`src/hdl/pal_pkg.sv`:
```
`default_nettype none
package pal_pkg;

  localparam int DATA_W    = 32;
  localparam int CNT_W     = 5;
  localparam int POS_W     = 4;
  localparam int OP_W      = 3;
  localparam int ST_W      = 2;
  localparam int DEPTH_DEF = 16;
  localparam int WORD_W    = 40;
  localparam int PADDR_W   = 3;
  localparam int PDATA_W   = 32;

  localparam logic [CNT_W-1:0] CAP_RESET = CNT_W'(16);

  typedef enum logic [OP_W-1:0] {
    OP_INS_FRONT = 3'd0,
    OP_INS_BACK  = 3'd1,
    OP_INS_AT    = 3'd2,
    OP_DEL_FRONT = 3'd3,
    OP_DEL_BACK  = 3'd4,
    OP_DEL_AT    = 3'd5,
    OP_READ_AT   = 3'd6,
    OP_NOP       = 3'd7
  } op_e;

  typedef enum logic [ST_W-1:0] {
    ST_OK     = 2'd0,
    ST_OVER   = 2'd1,
    ST_UNDER  = 2'd2,
    ST_BADPOS = 2'd3
  } status_e;

  // shift command broadcast to every cell
  typedef struct packed {
    logic              ins;
    logic              del;
    logic [CNT_W-1:0]  at;
    logic [DATA_W-1:0] value;
  } cmd_t;

endpackage
`default_nettype wire

```
`src/hdl/pal_cell.sv`:
```
`default_nettype none
module pal_cell #(
  parameter int IDX = 0
) (
  input  wire logic                        clk_i,
  input  wire pal_pkg::cmd_t               cmd_i,
  input  wire logic [pal_pkg::DATA_W-1:0]  left_i,
  input  wire logic [pal_pkg::DATA_W-1:0]  right_i,
  output logic      [pal_pkg::DATA_W-1:0]  data_o
);

  logic [pal_pkg::DATA_W-1:0] data_q, data_d;

  always_comb begin
    data_d = data_q;
    if (cmd_i.ins) begin
      if (32'(cmd_i.at) == IDX) begin
        data_d = cmd_i.value;
      end else if (32'(cmd_i.at) < IDX) begin
        data_d = left_i;
      end
    end else if (cmd_i.del && (32'(cmd_i.at) <= IDX)) begin
      data_d = right_i;
    end
  end

  always_ff @(posedge clk_i) begin
    data_q <= data_d;
  end

  assign data_o = data_q;

endmodule
`default_nettype wire

```
`src/hdl/positional_array_list.sv`:
```
// Ordered list of signed 32-bit words held in a row of DEPTH cells, one entry per cell.
// Each stream word is one command (insert/delete at front, back or position, or read
// at position) and gives exactly one result word with status, the entry count after
// the command and the read value (zero unless a read succeeds). One command is taken
// every cycle while the output register is empty or being drained: every cell compares
// its own index with the command's index and shifts from its neighbor in that same
// cycle, and the result sits in that single register in the cycle after acceptance. The
// capacity register (address 0) limits the list to min(capacity, DEPTH) entries; the user
// must write it only while no command is in flight, which the block does not enforce.
`default_nettype none
module positional_array_list #(
  parameter int DEPTH = pal_pkg::DEPTH_DEF
) (
  input  wire logic                          clk_i,
  input  wire logic                          rst_ni,
  input  wire logic                          s_axis_tvalid,
  output logic                               s_axis_tready,
  // opcode[2:0], value[34:3], position[38:35], zero pad
  input  wire logic [pal_pkg::WORD_W-1:0]    s_axis_tdata,
  output logic                               m_axis_tvalid,
  input  wire logic                          m_axis_tready,
  // status[1:0], count[6:2], read_value[38:7], zero pad
  output logic      [pal_pkg::WORD_W-1:0]    m_axis_tdata,
  input  wire logic                          psel,
  input  wire logic                          penable,
  input  wire logic                          pwrite,
  input  wire logic [pal_pkg::PADDR_W-1:0]   paddr,
  input  wire logic [pal_pkg::PDATA_W-1:0]   pwdata,
  output logic      [pal_pkg::PDATA_W-1:0]   prdata,
  output logic                               pready
);

  localparam int DW = pal_pkg::DATA_W;
  localparam int CW = pal_pkg::CNT_W;

  logic [CW-1:0]             cap_q;
  logic [CW-1:0]             count_q, count_d;
  logic                      m_valid_q;
  logic [pal_pkg::ST_W-1:0]  status_q;
  logic [CW-1:0]             rcount_q;
  logic [DW-1:0]             rdata_q;

  logic [pal_pkg::OP_W-1:0]  in_op;
  logic [DW-1:0]             in_value;
  logic [pal_pkg::POS_W-1:0] in_pos;
  logic                      accept;
  logic                      full, empty, pos_bad;
  pal_pkg::status_e          status_d;
  logic [DW-1:0]             rdata_d;
  logic [DW-1:0]             pos_data;
  pal_pkg::cmd_t             cmd;
  logic [DW-1:0]             cell_data [DEPTH];

  assign in_op    = s_axis_tdata[2:0];
  assign in_value = s_axis_tdata[34:3];
  assign in_pos   = s_axis_tdata[38:35];

  assign s_axis_tready = !m_valid_q || m_axis_tready;
  assign accept        = s_axis_tvalid && s_axis_tready;

  // config port
  assign pready = 1'b1;
  assign prdata = paddr[2] ? '0 : {{(pal_pkg::PDATA_W-CW){1'b0}}, cap_q};

  always_ff @(posedge clk_i or negedge rst_ni) begin
    if (!rst_ni) begin
      cap_q <= pal_pkg::CAP_RESET;
    end else if (psel && penable && pwrite && pready && !paddr[2]) begin
      cap_q <= pwdata[CW-1:0];
    end
  end

  assign full    = (32'(count_q) >= DEPTH) || (count_q >= cap_q);
  assign empty   = (count_q == '0);
  assign pos_bad = ({1'b0, in_pos} >= count_q);

  always_comb begin
    pos_data = '0;
    for (int i = 0; i < DEPTH; i++) begin
      if (32'(in_pos) == i) begin
        pos_data = cell_data[i];
      end
    end
  end

  // command decode
  always_comb begin
    status_d  = pal_pkg::ST_OK;
    rdata_d   = '0;
    count_d   = count_q;
    cmd.ins   = 1'b0;
    cmd.del   = 1'b0;
    cmd.at    = '0;
    cmd.value = in_value;
    case (pal_pkg::op_e'(in_op))
      pal_pkg::OP_INS_FRONT: begin
        if (full) begin
          status_d = pal_pkg::ST_OVER;
        end else begin
          cmd.ins = 1'b1;
          count_d = count_q + CW'(1);
        end
      end
      pal_pkg::OP_INS_BACK: begin
        if (full) begin
          status_d = pal_pkg::ST_OVER;
        end else begin
          cmd.ins = 1'b1;
          cmd.at  = count_q;
          count_d = count_q + CW'(1);
        end
      end
      pal_pkg::OP_INS_AT: begin
        if (full) begin
          status_d = pal_pkg::ST_OVER;
        end else if (pos_bad) begin
          status_d = pal_pkg::ST_BADPOS;
        end else begin
          cmd.ins = 1'b1;
          cmd.at  = {1'b0, in_pos};
          count_d = count_q + CW'(1);
        end
      end
      pal_pkg::OP_DEL_FRONT: begin
        if (empty) begin
          status_d = pal_pkg::ST_UNDER;
        end else begin
          cmd.del = 1'b1;
          count_d = count_q - CW'(1);
        end
      end
      pal_pkg::OP_DEL_BACK: begin
        if (empty) begin
          status_d = pal_pkg::ST_UNDER;
        end else begin
          count_d = count_q - CW'(1);
        end
      end
      pal_pkg::OP_DEL_AT: begin
        if (empty) begin
          status_d = pal_pkg::ST_UNDER;
        end else if (pos_bad) begin
          status_d = pal_pkg::ST_BADPOS;
        end else begin
          cmd.del = 1'b1;
          cmd.at  = {1'b0, in_pos};
          count_d = count_q - CW'(1);
        end
      end
      pal_pkg::OP_READ_AT: begin
        if (empty) begin
          status_d = pal_pkg::ST_UNDER;
        end else if (pos_bad) begin
          status_d = pal_pkg::ST_BADPOS;
        end else begin
          rdata_d = pos_data;
        end
      end
      default: begin
      end
    endcase
    if (!accept) begin
      cmd.ins = 1'b0;
      cmd.del = 1'b0;
    end
  end

  // row of cells
  for (genvar i = 0; i < DEPTH; i++) begin : g_cell
    logic [DW-1:0] left, right;
    if (i == 0) begin : g_first
      assign left = '0;
    end else begin : g_left
      assign left = cell_data[i-1];
    end
    if (i == DEPTH - 1) begin : g_last
      assign right = '0;
    end else begin : g_right
      assign right = cell_data[i+1];
    end
    pal_cell #(
      .IDX (i)
    ) u_cell (
      .clk_i   (clk_i),
      .cmd_i   (cmd),
      .left_i  (left),
      .right_i (right),
      .data_o  (cell_data[i])
    );
  end

  always_ff @(posedge clk_i or negedge rst_ni) begin
    if (!rst_ni) begin
      count_q   <= '0;
      m_valid_q <= 1'b0;
    end else begin
      if (accept) begin
        count_q   <= count_d;
        m_valid_q <= 1'b1;
      end else if (m_axis_tready) begin
        m_valid_q <= 1'b0;
      end
    end
  end

  always_ff @(posedge clk_i) begin
    if (accept) begin
      status_q <= status_d;
      rcount_q <= count_d;
      rdata_q  <= rdata_d;
    end
  end

  assign m_axis_tvalid = m_valid_q;
  assign m_axis_tdata  = {{(pal_pkg::WORD_W-DW-CW-pal_pkg::ST_W){1'b0}},
                          rdata_q, rcount_q, status_q};

`ifndef SYNTHESIS
  a_count_bound: assert property (@(posedge clk_i) disable iff (!rst_ni)
    32'(count_q) <= DEPTH)
    else $error("entry count above depth");

  a_result_count: assert property (@(posedge clk_i) disable iff (!rst_ni)
    m_valid_q |-> (rcount_q == count_q))
    else $error("result count differs from list count");

  a_ins_grows: assert property (@(posedge clk_i) disable iff (!rst_ni)
    (accept && cmd.ins) |=> (count_q == $past(count_q) + CW'(1)))
    else $error("insert did not grow list");

  a_fail_holds: assert property (@(posedge clk_i) disable iff (!rst_ni)
    (accept && (status_d != pal_pkg::ST_OK)) |=> $stable(count_q))
    else $error("failed command changed count");

  a_stall_blocks: assert property (@(posedge clk_i) disable iff (!rst_ni)
    (m_valid_q && !m_axis_tready) |-> !s_axis_tready)
    else $error("input taken while result stalled");
`endif

endmodule
`default_nettype wire
```
`config.mk`:
```
export PLATFORM = sky130hd
export DESIGN_NAME = positional_array_list
export DESIGN_NICKNAME = d
export VERILOG_FILES = /design/src/hdl/pal_pkg.sv /design/src/hdl/pal_cell.sv /design/src/hdl/positional_array_list.sv
export SDC_FILE = /design/constraint.sdc
export NUM_CORES = 2
export LEC_CHECK = 0
export BUFFER_PORTS_ARGS = -buffer_cell sky130_fd_sc_hd__buf_2
export CELL_PAD_IN_SITES_DETAIL_PLACEMENT = 1
export CELL_PAD_IN_SITES_GLOBAL_PLACEMENT = 2
export CORE_AREA = 5 5 288 290
export DETAILED_ROUTE_END_ITERATION = 7
export DIE_AREA = 0 0 293 295
export PLACE_DENSITY_LB_ADDON = 0.1
export SKIP_CTS_REPAIR_TIMING = 1
export SYNTH_ARGS = -nofsm -noshare
export SYNTH_HDL_FRONTEND = slang
export SYNTH_SLANG_ARGS = --single-unit
```
`constraint.sdc`:
```
create_clock -name clk_i -period 12.2 [get_ports clk_i]
set_input_delay 2.44 -clock clk_i [delete_from_list [all_inputs] [get_ports clk_i]]
set_output_delay 2.44 -clock clk_i [all_outputs]
set_load 0.03 [all_outputs]
```
==> metrics.yaml <==
net-switching-power_mw: 2.713
synth_compound_area_share_pct: 28.52
crit_chain: "buf_2 > buf_4 > buf_4 > nand2_1 > nor3_2 > a22oi_1 > and3_1 > o31ai_1 > o221ai_1 > a21oi_1"
ir_worst_vdd_v: 0.0001090
cp.required_ns: 12.67
num_rows: 104
synth_fa_ha_area_share_pct: 0.4775
power.leakage_nw: 12.49
via_count: 33481
power.density_nw_per_um2: 186.5
wl_per_cell_um: 35.03
yosys.area_share.simple_pct: 12.51
cap_violations: 2
synthArstFlopShare_pct: 1.957
fp.dieW_um: 293
violations: "max-capacitance violations, max-slew violations"
placed_area_um2: 35200
fillers: 9058
drv_slew: 2
yosys-top-cells-count: "edfxtp_1, nor2_1, o21ai_0, a21oi_1, a31oi_1"
start_kind: "primary input"
grt_max_degree: 168
timing.hold.ws_ns: 0.5074
syn_area_um2: 34070
overflow: 0
ys_ff_latch: 562
synth_top_family_by_area: "compound AO/OA/AOI/OAI gates"
synth_edf_count: 551
hold_violations: 0
syn_to_final_growth_pct: 9.850
port_buffers: 97
worstHoldPathType: "reg2reg"
hold_depth: 1
drt-total-wl_mm: 163.6
utilization_pct: 46.76
dr.pass1.iters: 6
p_int_mw: 4.267
path_buf_inv: 3
fin_area_um2: 37420
dieArea_um2: 86440
hpwl_mm: 96.88
netlist.area_leader.share_pct: 48.57
ctsRootBufferMaster: "clkbuf_16"
clkLatencyLatePin_ns: 0.63
antenna_found_initial: 12
avgSynthCellArea_um2: 9.250
setup_violations: 0
clock_sinks: 562
ff_latch_area_um2: 16820
synth_xor_area_share_pct: 0.02571
drc: 0
cp_slowest_stage_delay_ns: 1.03
final.min_clock_period_ns: 6.904
fmaxAchievable_mhz: 144.9
initial_core_util_pct: 42.57
netlist_instances: 3683
cp.depth: 10
seqPwrFrac_pct: 39.4
ys_warn_count: 0
cpMaxStageDelayCell: "nor3_2"
ant_nets: 0
ctsLongestPathBuffers: 3
relSlewSlack_pct: -1.865
fin_crit_sh_pct: 56.59
comb_power_share_pct: 30.5
rsz0062_at_grt: "false"
grt_pass1_wl_mm: 235.6
multiInputGateArea_um2: 15650
finClkSkew_ns: 0.02483
io_pins: 157
critPathCaptureType: "register"
grt_pass1_vias: 33551
netlist_top_cells_area: "edfxtp_1, a31oi_1, o21ai_0"
crit_type: "in2reg"
cp.arrival_ns: 7.37
synth_mux_area_share_pct: 3.096
ys_types: 89
first_iter_violations: 4575
critPathTopFamily: "simple AND/OR/NAND/NOR gates"
cts_max_level: 3
routabilityCongestion: 0.9168
viasPerCell: 7.171
crit_fanout: 32
swShare_pct: 38.87
core-area_um2: 80030
reg2reg_depth: 12
crit_top_cell: "buf_4"
path_clk_slew_ns: 0.06
max_slew.worst_pin.slew_ns: 1.524
track_usage_pct: 36.35
setup_tns_ns: 0
numCtsBuffers: 69
synth_ff_type: "edfxtp_1"
ys_seq_area_share_pct: 49.38
drive_gt1_share_pct: 11.98
cts_tree: "built"
synth_top_area_cell: "edfxtp_1"
die_height_um: 295
fin_nets: 3642
synth_most_common_cell: "edfxtp_1"
run_status: "finished, violations left"
clockPowerShare_pct: 30.1
stage by stage:
step                      worst slack (ns)  power (mW)  cells
after floorplan                      4.528       4.000   3710
after global placement               5.009       4.751   4536
after detailed placement             5.003       4.827   4536
after CTS                            5.623       6.913   4659
after global routing                 5.296       7.204   4664
final                                5.296       6.980   4669
path summary, 6_finish.rpt:
kind | start | end | slack [ns]
worst min-delay path | cap_q[1]$_DFFE_PN0P_ | cap_q[1]$_DFFE_PN0P_ | 0.51
max in group asynchronous | rst_ni | cap_q[4]$_DFFE_PN1P_ | 10.25
worst max register to register | count_q[1]$_DFFE_PN0P_ | g_cell[8].u_cell.data_o[12]$_DFFE_PP_ | 6.73
min in group asynchronous | rst_ni | cap_q[3]$_DFFE_PN0P_ | 1.68
worst min register to register | cap_q[1]$_DFFE_PN0P_ | cap_q[1]$_DFFE_PN0P_ | 0.51
worst max-delay path | s_axis_tdata[37] | rdata_q[3]$_SDFFCE_PP0P_ | 5.30
sequential cells by signal (all words and copies together) (netlist names):
signal and count:
g_cell.u_cell.data_o 512, cap_q 5, m_axis_tvalid 1, rdata_q 32, rcount_q 5, count_q 5, status_q 2
power groups by stage:
stage	clock, mW	sequential (mW)	combinational [mW]
after detailed placement	0	2.78	2.05
final	2.10	2.75	2.13
after global routing	2.19	2.77	2.24
after CTS	2.11	2.74	2.06
after global placement	0	2.76	1.99
after floorplan	0	2.71	1.29
cells by family (layout without fill, tap and decap cells):
| kind of cell | Yosys count | after routing |
|---|---|---|
| multiplexers | 82 | 82 |
| adder cells (fa/ha/maj) | 13 | 13 |
| XOR/XNOR | 1 | 1 |
| buffers and inverters | 458 | 347 |
| AND/OR/NAND/NOR | 996 | 996 |
| other | 2 | 39 |
| flip-flops | 562 | 562 |
| AO/OA/AOI/OAI | 1569 | 1569 |
layout make-up:
type	count	share of cell area, %
Tap cell	1060	3.544
Antenna cell	10	0.06687
Inverter	24	0.2407
Clock inverter	31	0.8024
Clock buffer	92	5.072
Multi-Input combinational cell	2690	41.81
Sequential cell	562	44.95
Timing Repair Buffer	200	3.511
cell usage in the layout, fill, tap and decap left out, types with 27 or more instances in the layout:
master     count
edfxtp_1     551
nor2_1       451
o21ai_0      387
a21oi_1      374
a31oi_1      331
nand2_1      254
nand3_1      175
o211ai_1     136
buf_4        101
buf_2         95
clkbuf_16     73
o22ai_1       55
mux2i_1       48
a22oi_1       39
o211ai_2      30
conb_1        29
o21ai_1       27
per-layer routing:
metal | wire, um | GRT usage (%)
met3 | 20840 | 11.25
met5 | 13 | 0
met1 | 64070 | 48.82
met4 | 7272 | 15.19
met2 | 71380 | 54.95
No activity file was read; power rests on OpenSTA's default activity.
